[config.mk]
export PLATFORM = sky130hd
export DESIGN_NAME = frame_interval_statistics_flat
export DESIGN_NICKNAME = d
export VERILOG_FILES = /design/src/design/fis_pkg.sv /design/src/design/fis_stamp_if.sv /design/src/design/fis_result_if.sv /design/src/design/fis_div.sv /design/src/design/fis_mul.sv /design/src/design/frame_interval_statistics.sv /design/src/flat_wrapper.sv
export SDC_FILE = /design/constraint.sdc
export NUM_CORES = 2
export LEC_CHECK = 0
export ABC_CLOCK_PERIOD_IN_PS = 27200
export BUFFER_PORTS_ARGS = -buffer_cell sky130_fd_sc_hd__buf_2
export CAP_MARGIN = 20
export CORE_AREA = 2 2 407 409
export CTS_BUF_LIST = sky130_fd_sc_hd__clkbuf_16
export CTS_CLUSTER_DIAMETER = 100
export DETAILED_ROUTE_END_ITERATION = 10
export DIE_AREA = 0 0 409 411
export GPL_ROUTABILITY_DRIVEN = 0
export RECOVER_POWER = 100
export SLEW_MARGIN = 20
export SYNTH_ARGS = -nofsm -noshare
export SYNTH_HDL_FRONTEND = slang
export SYNTH_SLANG_ARGS = --single-unit
[constraint.sdc]
create_clock -name i_clk -period 27.2 [get_ports i_clk]
set_clock_uncertainty 0.2 [all_clocks]
set_input_delay 5.44 -clock i_clk [delete_from_list [all_inputs] [get_ports i_clk]]
set_output_delay 5.44 -clock i_clk [all_outputs]
set_load 0.05 [all_outputs]
[src/design/fis_pkg.sv]
// Shared constants and types for the frame interval statistics block.
// Used by the channel interfaces, the serial arithmetic units and the top level.
package fis_pkg;

    // Field widths.
    localparam int STAMP_W  = 48;
    localparam int IV_W     = 24;
    localparam int CNT_W    = 16;
    localparam int FRAC_W   = 16;
    localparam int MEAN_W   = IV_W + FRAC_W;
    localparam int SPREAD_W = 64;

    // Serial units retire two bits per cycle.
    localparam int DIV_STEPS = MEAN_W / 2;
    localparam int MUL_STEPS = MEAN_W / 2;
    localparam int STEP_CNT_W = $clog2(DIV_STEPS);

    // Configuration port: one 64-bit register at byte address 8*index.
    localparam int CFG_ADDR_W = 4;
    localparam int CFG_DATA_W = 64;
    localparam logic REG_WINDOW_TICKS = 1'b0;
    localparam logic [STAMP_W-1:0] WINDOW_TICKS_RST = STAMP_W'(1000000);

    // Registered result, as it is presented on the output channel.
    typedef struct packed {
        logic [IV_W-1:0]     frame_interval;
        logic                window_done;
        logic [CNT_W-1:0]    window_frames;
        logic [STAMP_W-1:0]  window_elapsed;
        logic [MEAN_W-1:0]   mean_interval;
        logic [SPREAD_W-1:0] spread_sum;
        logic [IV_W-1:0]     min_interval;
        logic [IV_W-1:0]     max_interval;
    } t_result;

endpackage

[src/design/fis_stamp_if.sv]
// Input channel interface: one frame timestamp per request.
// Depends on fis_pkg for the field width.
interface fis_stamp_if import fis_pkg::*; ();
    logic               valid;
    logic               ready;
    logic [STAMP_W-1:0] timestamp;

    modport source (output valid, output timestamp, input ready);
    modport sink (input valid, input timestamp, output ready);
endinterface

[src/design/fis_result_if.sv]
// Output channel interface: interval and closed-window statistics per request.
// Depends on fis_pkg for the field widths.
interface fis_result_if import fis_pkg::*; ();
    logic                valid;
    logic                ready;
    logic [IV_W-1:0]     frame_interval;
    logic                window_done;
    logic [CNT_W-1:0]    window_frames;
    logic [STAMP_W-1:0]  window_elapsed;
    logic [MEAN_W-1:0]   mean_interval;
    logic [SPREAD_W-1:0] spread_sum;
    logic [IV_W-1:0]     min_interval;
    logic [IV_W-1:0]     max_interval;

    modport source (
        output valid, output frame_interval, output window_done, output window_frames,
        output window_elapsed, output mean_interval, output spread_sum,
        output min_interval, output max_interval, input ready
    );
    modport sink (
        input valid, input frame_interval, input window_done, input window_frames,
        input window_elapsed, input mean_interval, input spread_sum,
        input min_interval, input max_interval, output ready
    );
endinterface

[src/design/fis_div.sv]
// Radix-4 restoring divider: unsigned mean delta divided by the frame count.
// Two quotient bits per cycle; depends on fis_pkg for widths and step count.
module fis_div import fis_pkg::*; (
    input  logic              i_clk,
    input  logic              i_rst_n,
    input  logic              i_start,
    input  logic [MEAN_W-1:0] i_dividend,
    input  logic [CNT_W-1:0]  i_divisor,
    output logic              o_done,
    output logic [MEAN_W-1:0] o_quotient
);

    logic                  r_busy;
    logic                  r_done;
    logic [STEP_CNT_W-1:0] r_cnt;
    logic [CNT_W-1:0]      r_rem;
    logic [CNT_W-1:0]      r_den;
    logic [MEAN_W-1:0]     r_quo;

    logic [CNT_W:0]   w_t1;
    logic [CNT_W:0]   w_t2;
    logic             w_ge1;
    logic             w_ge2;
    logic [CNT_W-1:0] w_r1;
    logic [CNT_W-1:0] w_r2;

    // Two restoring steps: the remainder always stays below a nonzero divisor.
    always_comb begin
        w_t1  = {r_rem, r_quo[MEAN_W-1]};
        w_ge1 = (w_t1 >= {1'b0, r_den});
        w_r1  = w_ge1 ? CNT_W'(w_t1 - {1'b0, r_den}) : w_t1[CNT_W-1:0];
        w_t2  = {w_r1, r_quo[MEAN_W-2]};
        w_ge2 = (w_t2 >= {1'b0, r_den});
        w_r2  = w_ge2 ? CNT_W'(w_t2 - {1'b0, r_den}) : w_t2[CNT_W-1:0];
    end

    // Dividend bits leave at the top while quotient bits enter at the bottom.
    always_ff @(posedge i_clk) begin
        if (!i_rst_n) begin
            r_busy <= 1'b0;
            r_done <= 1'b0;
            r_cnt  <= '0;
        end else begin
            r_done <= 1'b0;
            if (i_start) begin
                r_busy <= 1'b1;
                r_cnt  <= STEP_CNT_W'(DIV_STEPS - 1);
                r_rem  <= '0;
                r_den  <= i_divisor;
                r_quo  <= i_dividend;
            end else if (r_busy) begin
                r_rem <= w_r2;
                r_quo <= {r_quo[MEAN_W-3:0], w_ge1, w_ge2};
                if (r_cnt == '0) begin
                    r_busy <= 1'b0;
                    r_done <= 1'b1;
                end else begin
                    r_cnt <= r_cnt - 1'b1;
                end
            end
        end
    end

    assign o_done     = r_done;
    assign o_quotient = r_quo;

endmodule

[src/design/fis_mul.sv]
// Radix-4 shift-add multiplier for the spread update: (a * b) >> FRAC_W, saturated.
// Two multiplier bits per cycle; depends on fis_pkg for widths and step count.
module fis_mul import fis_pkg::*; (
    input  logic                i_clk,
    input  logic                i_rst_n,
    input  logic                i_start,
    input  logic [MEAN_W-1:0]   i_a,
    input  logic [MEAN_W-1:0]   i_b,
    output logic                o_done,
    output logic [SPREAD_W-1:0] o_product
);

    localparam int HI_W   = MEAN_W + 2;
    localparam int PROD_W = HI_W + MEAN_W;

    logic                  r_busy;
    logic                  r_done;
    logic [STEP_CNT_W-1:0] r_cnt;
    logic [HI_W-1:0]       r_a1;
    logic [HI_W-1:0]       r_a3;
    logic [HI_W-1:0]       r_hi;
    logic [MEAN_W-1:0]     r_lo;

    logic [HI_W-1:0]   w_dm;
    logic [HI_W:0]     w_sum;
    logic [PROD_W-1:0] w_prod;
    logic              w_sat;

    // Partial product for the current digit of the multiplier.
    always_comb begin
        case (r_lo[1:0])
            2'd0:    w_dm = '0;
            2'd1:    w_dm = r_a1;
            2'd2:    w_dm = {r_a1[HI_W-2:0], 1'b0};
            2'd3:    w_dm = r_a3;
            default: w_dm = '0;
        endcase
        w_sum = {1'b0, r_hi} + {1'b0, w_dm};
    end

    // Accumulate into the upper half and shift the running product right.
    always_ff @(posedge i_clk) begin
        if (!i_rst_n) begin
            r_busy <= 1'b0;
            r_done <= 1'b0;
            r_cnt  <= '0;
        end else begin
            r_done <= 1'b0;
            if (i_start) begin
                r_busy <= 1'b1;
                r_cnt  <= STEP_CNT_W'(MUL_STEPS - 1);
                r_a1   <= HI_W'(i_a);
                r_a3   <= HI_W'(i_a) + {1'b0, i_a, 1'b0};
                r_hi   <= '0;
                r_lo   <= i_b;
            end else if (r_busy) begin
                r_hi <= HI_W'(w_sum[HI_W:2]);
                r_lo <= {w_sum[1:0], r_lo[MEAN_W-1:2]};
                if (r_cnt == '0) begin
                    r_busy <= 1'b0;
                    r_done <= 1'b1;
                end else begin
                    r_cnt <= r_cnt - 1'b1;
                end
            end
        end
    end

    // Drop the fraction bits and clamp anything above the result width.
    assign w_prod    = {r_hi, r_lo};
    assign w_sat     = |w_prod[PROD_W-1:FRAC_W+SPREAD_W];
    assign o_product = w_sat ? '1 : w_prod[FRAC_W +: SPREAD_W];
    assign o_done    = r_done;

endmodule

[src/design/frame_interval_statistics.sv]
// Top level: frame interval and windowed Welford statistics with an APB register.
// Depends on fis_pkg, fis_stamp_if, fis_result_if, fis_div and fis_mul.
//
//   Port        Direction  Carries
//   i_stamp     in         timestamp (valid/ready)
//   o_result    out        interval and closed-window statistics (valid/ready)
//   APB         in/out     window_ticks at byte address 0
//
// The input is ready only in idle, so a request finishes before the next is taken; each
// later one runs the radix-4 serial divider (20 steps) and multiplier (20 steps).
// The first request after reset only primes the timestamps; its result is all zero.
// Reset is synchronous and active low; it restores the statistics and the register.
// A loaded result waits in the output register while the next request is taken; if it
// still waits when the next result is ready, the sequencer holds and the input stalls.
module frame_interval_statistics import fis_pkg::*; (
    input  logic                  i_clk,
    input  logic                  i_rst_n,
    fis_stamp_if.sink             i_stamp,
    fis_result_if.source          o_result,
    input  logic                  psel,
    input  logic                  penable,
    input  logic                  pwrite,
    input  logic [CFG_ADDR_W-1:0] paddr,
    input  logic [CFG_DATA_W-1:0] pwdata,
    output logic [CFG_DATA_W-1:0] prdata,
    output logic                  pready
);

    typedef enum logic [3:0] {
        S_IDLE, S_PREP, S_DIFF, S_DSTART, S_DIV, S_UPD, S_D2,
        S_MSTART, S_MUL, S_ACC, S_FIN
    } t_state;

    t_state r_state;

    // Configuration and window state.
    logic [STAMP_W-1:0]  r_window_ticks;
    logic                r_primed;
    logic [STAMP_W-1:0]  r_last_stamp;
    logic [STAMP_W-1:0]  r_window_start;
    logic [CNT_W-1:0]    r_frames;
    logic [MEAN_W-1:0]   r_mean;
    logic [SPREAD_W-1:0] r_spread;
    logic [IV_W-1:0]     r_least;
    logic [IV_W-1:0]     r_greatest;

    // Per-request working registers.
    logic [STAMP_W-1:0]  r_ts;
    logic [IV_W-1:0]     r_iv;
    logic [STAMP_W-1:0]  r_elapsed;
    logic                r_close;
    logic                r_neg;
    logic [MEAN_W-1:0]   r_a;
    logic [MEAN_W-1:0]   r_b;
    logic [MEAN_W-1:0]   r_mean_new;

    // Output register.
    logic                r_out_valid;
    t_result             r_out;

    logic                w_accept;
    logic                w_cfg_write;
    logic                w_out_free;
    logic [STAMP_W-1:0]  w_dt;
    logic [IV_W-1:0]     w_iv;
    logic [STAMP_W-1:0]  w_elapsed;
    logic [MEAN_W-1:0]   w_x;
    logic [MEAN_W:0]     w_d;
    logic [MEAN_W:0]     w_d_neg;
    logic [MEAN_W:0]     w_d2;
    logic [MEAN_W:0]     w_d2_neg;
    logic [MEAN_W-1:0]   w_mean_new;
    logic [SPREAD_W:0]   w_spread_sum;
    logic                w_div_done;
    logic [MEAN_W-1:0]   w_quotient;
    logic                w_mul_done;
    logic [SPREAD_W-1:0] w_product;

    assign w_accept    = i_stamp.valid && i_stamp.ready;
    assign w_cfg_write = psel && penable && pwrite && pready
                         && (paddr[CFG_ADDR_W-1] == REG_WINDOW_TICKS);
    assign w_out_free  = !r_out_valid || o_result.ready;

    // Register read-back and an always-ready bus.
    assign pready = 1'b1;
    assign prdata = (paddr[CFG_ADDR_W-1] == REG_WINDOW_TICKS)
                    ? CFG_DATA_W'(r_window_ticks) : '0;

    // Interval, saturated interval and elapsed window time.
    always_comb begin
        w_dt      = r_ts - r_last_stamp;
        w_iv      = (|w_dt[STAMP_W-1:IV_W]) ? '1 : w_dt[IV_W-1:0];
        w_elapsed = r_ts - r_window_start;
    end

    // Signed deltas against the old and the new mean, their negations, the new mean and the spread sum.
    always_comb begin
        w_x        = {r_iv, FRAC_W'(0)};
        w_d        = {1'b0, w_x} - {1'b0, r_mean};
        w_d_neg    = -w_d;
        w_mean_new = r_neg ? (r_mean - w_quotient) : (r_mean + w_quotient);
        w_d2       = {1'b0, w_x} - {1'b0, r_mean_new};
        w_d2_neg   = -w_d2;
        w_spread_sum = {1'b0, r_spread} + {1'b0, w_product};
    end

    fis_div u_div (
        .i_clk      (i_clk),
        .i_rst_n    (i_rst_n),
        .i_start    (r_state == S_DSTART),
        .i_dividend (r_a),
        .i_divisor  (r_frames),
        .o_done     (w_div_done),
        .o_quotient (w_quotient)
    );

    fis_mul u_mul (
        .i_clk     (i_clk),
        .i_rst_n   (i_rst_n),
        .i_start   (r_state == S_MSTART),
        .i_a       (r_a),
        .i_b       (r_b),
        .o_done    (w_mul_done),
        .o_product (w_product)
    );

    // Sequencer, statistics and output register.
    always_ff @(posedge i_clk) begin
        if (!i_rst_n) begin
            r_state        <= S_IDLE;
            r_window_ticks <= WINDOW_TICKS_RST;
            r_primed       <= 1'b0;
            r_last_stamp   <= '0;
            r_window_start <= '0;
            r_frames       <= '0;
            r_mean         <= '0;
            r_spread       <= '0;
            r_least        <= '1;
            r_greatest     <= '0;
            r_out_valid    <= 1'b0;
        end else begin
            if (w_cfg_write) begin
                r_window_ticks <= pwdata[STAMP_W-1:0];
            end

            // The output register fills from the sequencer and drains on a result request.
            if (r_state == S_FIN && w_out_free) begin
                r_out_valid <= 1'b1;
            end else if (r_out_valid && o_result.ready) begin
                r_out_valid <= 1'b0;
            end

            case (r_state)
                S_IDLE: begin
                    if (w_accept) begin
                        r_ts <= i_stamp.timestamp;
                        if (r_primed) begin
                            r_state <= S_PREP;
                        end else begin
                            // First frame only primes the stamps; its result is all zero.
                            r_primed       <= 1'b1;
                            r_last_stamp   <= i_stamp.timestamp;
                            r_window_start <= i_stamp.timestamp;
                            r_iv           <= '0;
                            r_close        <= 1'b0;
                            r_elapsed      <= '0;
                            r_state        <= S_FIN;
                        end
                    end
                end
                S_PREP: begin
                    r_iv         <= w_iv;
                    r_elapsed    <= w_elapsed;
                    r_close      <= (w_elapsed >= r_window_ticks);
                    r_last_stamp <= r_ts;
                    if (r_frames != '1) begin
                        r_frames <= r_frames + 1'b1;
                    end
                    r_state <= S_DIFF;
                end
                S_DIFF: begin
                    r_neg   <= w_d[MEAN_W];
                    r_a     <= w_d[MEAN_W] ? w_d_neg[MEAN_W-1:0] : w_d[MEAN_W-1:0];
                    r_state <= S_DSTART;
                end
                S_DSTART: begin
                    r_state <= S_DIV;
                end
                S_DIV: begin
                    if (w_div_done) begin
                        r_state <= S_UPD;
                    end
                end
                S_UPD: begin
                    r_mean_new <= w_mean_new;
                    r_state    <= S_D2;
                end
                S_D2: begin
                    r_b     <= w_d2[MEAN_W] ? w_d2_neg[MEAN_W-1:0] : w_d2[MEAN_W-1:0];
                    r_mean  <= r_mean_new;
                    r_state <= S_MSTART;
                end
                S_MSTART: begin
                    r_state <= S_MUL;
                end
                S_MUL: begin
                    if (w_mul_done) begin
                        r_state <= S_ACC;
                    end
                end
                S_ACC: begin
                    r_spread <= w_spread_sum[SPREAD_W] ? '1 : w_spread_sum[SPREAD_W-1:0];
                    if (r_iv < r_least) begin
                        r_least <= r_iv;
                    end
                    if (r_iv > r_greatest) begin
                        r_greatest <= r_iv;
                    end
                    r_state <= S_FIN;
                end
                S_FIN: begin
                    // Load the result once the output register is free.
                    if (w_out_free) begin
                        r_out.frame_interval <= r_iv;
                        r_out.window_done    <= r_close;
                        r_out.window_frames  <= r_close ? r_frames : '0;
                        r_out.window_elapsed <= r_close ? r_elapsed : '0;
                        r_out.mean_interval  <= r_close ? r_mean : '0;
                        r_out.spread_sum     <= r_close ? r_spread : '0;
                        r_out.min_interval   <= r_close ? r_least : '0;
                        r_out.max_interval   <= r_close ? r_greatest : '0;
                        if (r_close) begin
                            r_window_start <= r_ts;
                            r_frames       <= '0;
                            r_mean         <= '0;
                            r_spread       <= '0;
                            r_least        <= '1;
                            r_greatest     <= '0;
                        end
                        r_state <= S_IDLE;
                    end
                end
                default: begin
                    r_state <= S_IDLE;
                end
            endcase
        end
    end

    // Channel outputs.
    assign i_stamp.ready           = (r_state == S_IDLE);
    assign o_result.valid          = r_out_valid;
    assign o_result.frame_interval = r_out.frame_interval;
    assign o_result.window_done    = r_out.window_done;
    assign o_result.window_frames  = r_out.window_frames;
    assign o_result.window_elapsed = r_out.window_elapsed;
    assign o_result.mean_interval  = r_out.mean_interval;
    assign o_result.spread_sum     = r_out.spread_sum;
    assign o_result.min_interval   = r_out.min_interval;
    assign o_result.max_interval   = r_out.max_interval;

endmodule
[src/flat_wrapper.sv]
// flat-port wrapper written by rule: the top's interface ports become plain ports
module frame_interval_statistics_flat import fis_pkg::*;
  (i_clk, i_rst_n, psel, penable, pwrite, paddr, pwdata, prdata, pready, i_stamp_valid, i_stamp_timestamp, i_stamp_ready, o_result_valid, o_result_frame_interval, o_result_window_done, o_result_window_frames, o_result_window_elapsed, o_result_mean_interval, o_result_spread_sum, o_result_min_interval, o_result_max_interval, o_result_ready);
  fis_stamp_if i_stamp_i ();
  fis_result_if o_result_i ();
  input  logic i_clk;
  input  logic i_rst_n;
  input  logic psel;
  input  logic penable;
  input  logic pwrite;
  input  logic [CFG_ADDR_W-1:0] paddr;
  input  logic [CFG_DATA_W-1:0] pwdata;
  output logic [CFG_DATA_W-1:0] prdata;
  output logic pready;
  input wire logic [$bits(i_stamp_i.valid)-1:0] i_stamp_valid;
  input wire logic [$bits(i_stamp_i.timestamp)-1:0] i_stamp_timestamp;
  output wire logic [$bits(i_stamp_i.ready)-1:0] i_stamp_ready;
  output wire logic [$bits(o_result_i.valid)-1:0] o_result_valid;
  output wire logic [$bits(o_result_i.frame_interval)-1:0] o_result_frame_interval;
  output wire logic [$bits(o_result_i.window_done)-1:0] o_result_window_done;
  output wire logic [$bits(o_result_i.window_frames)-1:0] o_result_window_frames;
  output wire logic [$bits(o_result_i.window_elapsed)-1:0] o_result_window_elapsed;
  output wire logic [$bits(o_result_i.mean_interval)-1:0] o_result_mean_interval;
  output wire logic [$bits(o_result_i.spread_sum)-1:0] o_result_spread_sum;
  output wire logic [$bits(o_result_i.min_interval)-1:0] o_result_min_interval;
  output wire logic [$bits(o_result_i.max_interval)-1:0] o_result_max_interval;
  input wire logic [$bits(o_result_i.ready)-1:0] o_result_ready;
  assign i_stamp_i.valid = i_stamp_valid;
  assign i_stamp_i.timestamp = i_stamp_timestamp;
  assign i_stamp_ready = i_stamp_i.ready;
  assign o_result_valid = o_result_i.valid;
  assign o_result_frame_interval = o_result_i.frame_interval;
  assign o_result_window_done = o_result_i.window_done;
  assign o_result_window_frames = o_result_i.window_frames;
  assign o_result_window_elapsed = o_result_i.window_elapsed;
  assign o_result_mean_interval = o_result_i.mean_interval;
  assign o_result_spread_sum = o_result_i.spread_sum;
  assign o_result_min_interval = o_result_i.min_interval;
  assign o_result_max_interval = o_result_i.max_interval;
  assign o_result_i.ready = o_result_ready;
  frame_interval_statistics u_core (.i_clk(i_clk), .i_rst_n(i_rst_n), .i_stamp(i_stamp_i), .o_result(o_result_i), .psel(psel), .penable(penable), .pwrite(pwrite), .paddr(paddr), .pwdata(pwdata), .prdata(prdata), .pready(pready));
endmodule
Yosys cells after proc, flatten, opt, wreduce, memory -nomap -nowiden
Cells that the tools add are included.
Storage, ports and cells
  bits of input ports: 123
  output and inout bits: 308
  flip-flop bits (word level): 1050
Cells by class
  bitwise logic cells: 6
  mux-type cells: 71
  eq/ne operators: 25
  magnitude comparators: 5
  add/sub/neg operators: 16
  reductions and logical operators: 48
Operators with widths (count)
  2-to-1 mux 40 bit: 9
  2-to-1 mux 48 bit: 7
  case mux 48 bit (2 select lines): 3
  2-to-1 mux 64 bit: 4
  2-to-1 mux 24 bit: 9
  case mux 42 bit (4 select lines): 1
  case mux 24 bit (2 select lines): 3
  case mux 64 bit (2 select lines): 1
  2-to-1 mux 16 bit: 6
  subtractor 48 bit: 2
  subtractor 40 x 40 -> 41 bit: 2
  negator 40 bit: 2
  case mux 40 bit (2 select lines): 1
  adder 64 x 64 -> 65 bit: 1
  >= comparator 48 bit: 1
  case mux 4 bit (11 select lines): 1
  adder 41 x 42 -> 43 bit: 1
  adder 40 x 41 -> 42 bit: 1
  2-to-1 mux 41 bit: 1
  adder 40 bit: 1
  subtractor 40 bit: 1
  >= comparator 17 x 16 -> 1 bit: 2
  case mux 16 bit (2 select lines): 1
  subtractor 16 bit: 2
  32 further kinds: 108

Logic depth before layout (Yosys ltp)
  depth in word-level cells: 5
  mapped depth: 26
  mapped depth without buffers: 26

Modules after synthesis
A second synthesis with hierarchy kept.
Second synthesis, totals
  cells, all modules: 6827
  area total of the unflattened synthesis: 65348.9 sq um
By module, submodules not included
  frame_interval_statistics: cells each 5330, sequential area each 20870.0 sq um, area an instance 48999.5 sq um, instances 1
  fis_mul: cells each 1066, sequential area each 5004.8 sq um, area an instance 11464.7 sq um, instances 1
  fis_div: cells each 431, sequential area each 2302.2 sq um, area an instance 4884.7 sq um, instances 1

Worst setup path before layout
OpenSTA, ideal clock, no wires.
  path type: input port to flip-flop
  start point: input i_rst_n
  end point: register u_core.r_close, enable pin
  stages: 3
  data arrival time: 12.704 ns
  path buffers: 1
  library setup time: 0.684 ns
  setup slack: 13.612 ns
  path through: inv_1 -> clkbuf_1 -> nor4_1
Between the ends
  word-level cells in the longest chain between the ends: 1
RTL lines
  start, declared: line flat_wrapper.sv:7  | input logic i_rst_n;
  AND reduction 4 bit (no source line)
  end signal, assigned: line frame_interval_statistics.sv:174  | r_close <= (w_elapsed >= r_window_ticks);
  end, declared: line frame_interval_statistics.sv:51  | logic r_close;
Every way passes these cells.
A chain may end at the register's enable or synchronous reset.

Final worst setup path
  start point: input i_rst_n
  end point: register u_core.u_mul.r_hi[12], enable pin
Between the ends
  word-level cells in the longest chain between the ends: 1
RTL lines
  AND reduction 2 bit (no source line)
  end signal, assigned: line fis_mul.sv:57  | r_hi <= HI_W'(w_sum[HI_W:2]);
  end, declared: line fis_mul.sv:21  | logic [HI_W-1:0] r_hi;
Every way passes these cells.

==> flow_metrics.env <==
export IMPL_outcome="finished, violations left"
export IMPL_violations="capacitance limit, slew limit"
export IMPL_drive_gt1_share_pct=6.488
export IMPL_setup_worst_path_class="in2reg"
export IMPL_reg2reg_from="u_core.r_state[0]$_SDFFE_PN0P_"
export IMPL_cts_buffer_depth=3
export IMPL_ant_nets=0
export IMPL_rsz0062_at_grt="no"
export IMPL_grt_antenna_before_repair=19
export IMPL_max_cap_violations=32
export IMPL_drc=0
export IMPL_cp_endpoint="u_core.u_mul.r_hi[12]$_SDFFCE_PP0P_"
export IMPL_worstSetupStartpoint="i_rst_n"
export IMPL_syn_cell_area_mm2=0.06525
export IMPL_n_fill_cell=16050
export IMPL_hp_class="reg2reg"
export IMPL_rr_endpoint="u_core.u_mul.r_hi[12]$_SDFFCE_PP0P_"
export IMPL_vias=52690
export IMPL_layout_cells_non_filler=9534
export IMPL_grt_ovfl_total=0
export IMPL_cp_num_buf_inv=4
export IMPL_synth_seq_cells=1049
export IMPL_routed_wl_um=188800
export IMPL_power_per_cell_area_mw_per_mm2=87.90
export IMPL_syn_area_per_cell_um2=9.325
export IMPL_worst_r2r_path_depth=6
export IMPL_cts_resized=0
export IMPL_ys_warn_count=0
export IMPL_area_growth_pct=11.66
export IMPL_crit_cells=5
export IMPL_hold_slack_ns=0.2527
export IMPL_hold_viol=0
export IMPL_yosysUniqueCellTypes=104
export IMPL_mostFrequentLayoutCell="nand2_1"
export IMPL_report_final_slew_viol_count=1768
export IMPL_initial_core_util_pct=39.82
export IMPL_max_freq_mhz=66.00
export IMPL_crit_path_start_kind="input port"
export IMPL_layout_common_cells="808 x nand2_1, 717 x edfxtp_1, 586 x a21oi_1"
export IMPL_fp_coreArea_mm2=0.1639
export IMPL_slowest_stage="clkinvlp_2"
export IMPL_cpLargestDelayFamily="buffers and inverters"
export IMPL_grt_pass1_vias=50000
export IMPL_final_util_pct=44.46
export IMPL_min_period_over_period_pct=55.70
export IMPL_worstSetupEndpointType="register"
export IMPL_grt_pass1_wl_um=290100
export IMPL_clk_pin_slew_ns=0.06
export IMPL_max_slew_margin_pct=-184.8
export IMPL_max_stage_delay_ns=3.11
export IMPL_io_buffer_count=394
export IMPL_post_cts_buffers=0
export IMPL_synth_cells=6997
export IMPL_clock_root_buffer="clkbuf_16"
export IMPL_ir_drop_mv=0.06179
export IMPL_viasPerCell=5.527
export IMPL_grt_max_degree=97
export IMPL_ys_seq_area_share_pct=43.18
export IMPL_track_usage_pct=21.74
export IMPL_fp_dieArea_mm2=0.1681
export IMPL_p_leak_uw=0.02814
export IMPL_cp_arrival_ns=15.24
export IMPL_synth_edf_count=717
export IMPL_htree_num_levels=3
export IMPL_tns_ns=0
export IMPL_synth_flop_cell="edfxtp_1"
export IMPL_clock_latency_ns=0.79
export IMPL_die_x_um=409
export IMPL_numCtsBuffers=119
export IMPL_worstMarginPinSlew_ns=4.273
export IMPL_fin_crit_ns=15.15
export IMPL_dr_pass1_iters=5
export IMPL_wl_per_cell_um=19.80
export IMPL_drtIter0Drc=4128
export IMPL_nets=7824
export IMPL_ys_async_sr_fraction_pct=0
export IMPL_place_hpwl_um=140500
export IMPL_cpMostUsedCell="clkbuf_1"
export IMPL_cts_hold_buf=0
export IMPL_dp_cells=9297
export IMPL_io_pins=431
export IMPL_reg2reg_slack_ns=18.82
export IMPL_crit_chain="buf_2 -> clkbuf_1 -> clkinvlp_2 -> nor2_1 -> clkbuf_1"
export IMPL_cts_tree="done"
export IMPL_row_count=149
export IMPL_crit_fanout=62
export IMPL_required_ns=27.29
export IMPL_finalSetupViolations=0
export IMPL_die_h_um=411
export IMPL_clock_sinks=1049
[per-stage QoR]
step | setup slack [ns] | total power, uW | cell area, um^2
CTS | 14.98 | 6412 | 73460
global route | 11.32 | 6809 | 72840
floorplan | 13.61 | 4016 | 65310
global placement | 15.07 | 4606 | 69200
detailed placement | 14.99 | 4652 | 69200
finish | 12.05 | 6404 | 72850
[power breakdown]
part           internal (uW)  total [uW]  switching (uW)
Sequential              1950        2130             172
Combinational            967        2540            1570
Clock                   1020        1740             717
[per-layer routing]
metal	vias up	GRT usage, %	part of all wire (%)
met5	-	0	0.015
met4	4	7.221	3.2
met3	286	3.372	5.9
met2	1488	35.44	46
met1	25330	29.43	45
li1	25590	-	-
[cell type report]
type	instances	area, um^2	share of cell area [%]
clock buffer	119	2978	4.087
sequential	1049	28180	38.68
multi-input combinational	5218	34330	47.12
inverter	391	1469	2.016
antenna	8	20.02	0.02748
timing repair buffer	452	1864	2.559
tap	2189	2739	3.759
clock inverter	108	1277	1.753
[cell families after synthesis]
group | Yosys count | synth area share (%)
buffers and inverters | 745 | 4.445
adder cells (fa/ha/maj) | 470 | 9.105
AO/OA/AOI/OAI | 1721 | 17.23
AND/OR/NAND/NOR | 2461 | 18.37
XOR/XNOR | 459 | 6.173
other | 2 | 0.01151
flip-flops | 1049 | 43.18
multiplexers | 90 | 1.480
[worst min-delay path: cells and delay by family, from the launching register on]
family | cells | cell delay (ns)
AOI/OAI and AO/OA | 1 | 0.05
and+or+nand+nor | 1 | 0.05
DFF | 1 | 0.31
[Yosys cell counts, drive strengths merged, types with 14 or more instances]
cell     number  area, um^2
and3         50       312.8
o211ai       37       277.8
or2          88       550.5
a211oi       57       432.9
nand3       156       780.8
xor2        150        1321
a21o        201        1509
nor2        536        2012
buf          62       335.3
a31oi        53       337.8
ha          462        5781
and4         16       140.1
dfxtp       332        6646
or3          32       205.2
a311oi      132        1156
nor3b        16       131.4
nand2b       70       437.9
mux2         52       585.6
clkbuf      292        1097
xnor2       309        2706
edfxtp      717       21530
o22ai        14       87.58
o21bai       48       360.4
a22o         39       341.6
a21oi       588        2950
nand2       810        3040
nor3        147       767.0
a2111oi      16       185.2
mux2i        38       380.4
and2        287        1795
a21boi       18       135.1
inv         391        1468
nor4         56       422.9
o31ai        42       344.1
nor2b        74       462.9
nand4        69       444.2
a31o         15       131.4
o21a         52       390.4
o21ai       279        1396
a211o        19       166.4
or4          14       116.4
[flip-flops by register name, indices dropped and copies added (netlist names), 40 cells and up]
name	count
u_core.r_b	40
u_core.r_window_start	48
u_core.o_result.window_elapsed	48
u_core.u_mul.r_hi	41
u_core.u_mul.r_lo	40
u_core.r_window_ticks	48
u_core.o_result.spread_sum	64
u_core.r_spread	64
u_core.u_mul.r_a3	42
u_core.r_mean_new	40
u_core.r_elapsed	48
u_core.o_result.mean_interval	40
u_core.r_mean	40
u_core.r_last_stamp	48
u_core.u_div.o_quotient	40
u_core.r_ts	48
u_core.r_a	40
[worst min path at each step]
stage | slack (ns) | startpoint | depth (start not counted) | end
floorplan | 0.22 | u_core.u_div.r_busy$_SDFF_PN0_ | 2 | u_core.u_div.o_done$_SDFF_PP0_
global placement | 0.24 | u_core.r_window_ticks[28]$_SDFFE_PN0P_ | 2 | u_core.r_window_ticks[28]$_SDFFE_PN0P_
detailed placement | 0.25 | u_core.r_window_ticks[11]$_SDFFE_PN0P_ | 2 | u_core.r_window_ticks[11]$_SDFFE_PN0P_
CTS | 0.25 | u_core.r_window_ticks[1]$_SDFFE_PN0P_ | 2 | u_core.r_window_ticks[1]$_SDFFE_PN0P_
global route | 0.26 | u_core.u_div.r_busy$_SDFF_PN0_ | 2 | u_core.u_div.o_done$_SDFF_PP0_
finish | 0.25 | u_core.r_window_ticks[28]$_SDFFE_PN0P_ | 2 | u_core.r_window_ticks[28]$_SDFFE_PN0P_
Note: power is estimated with default switching activity, not from simulation.
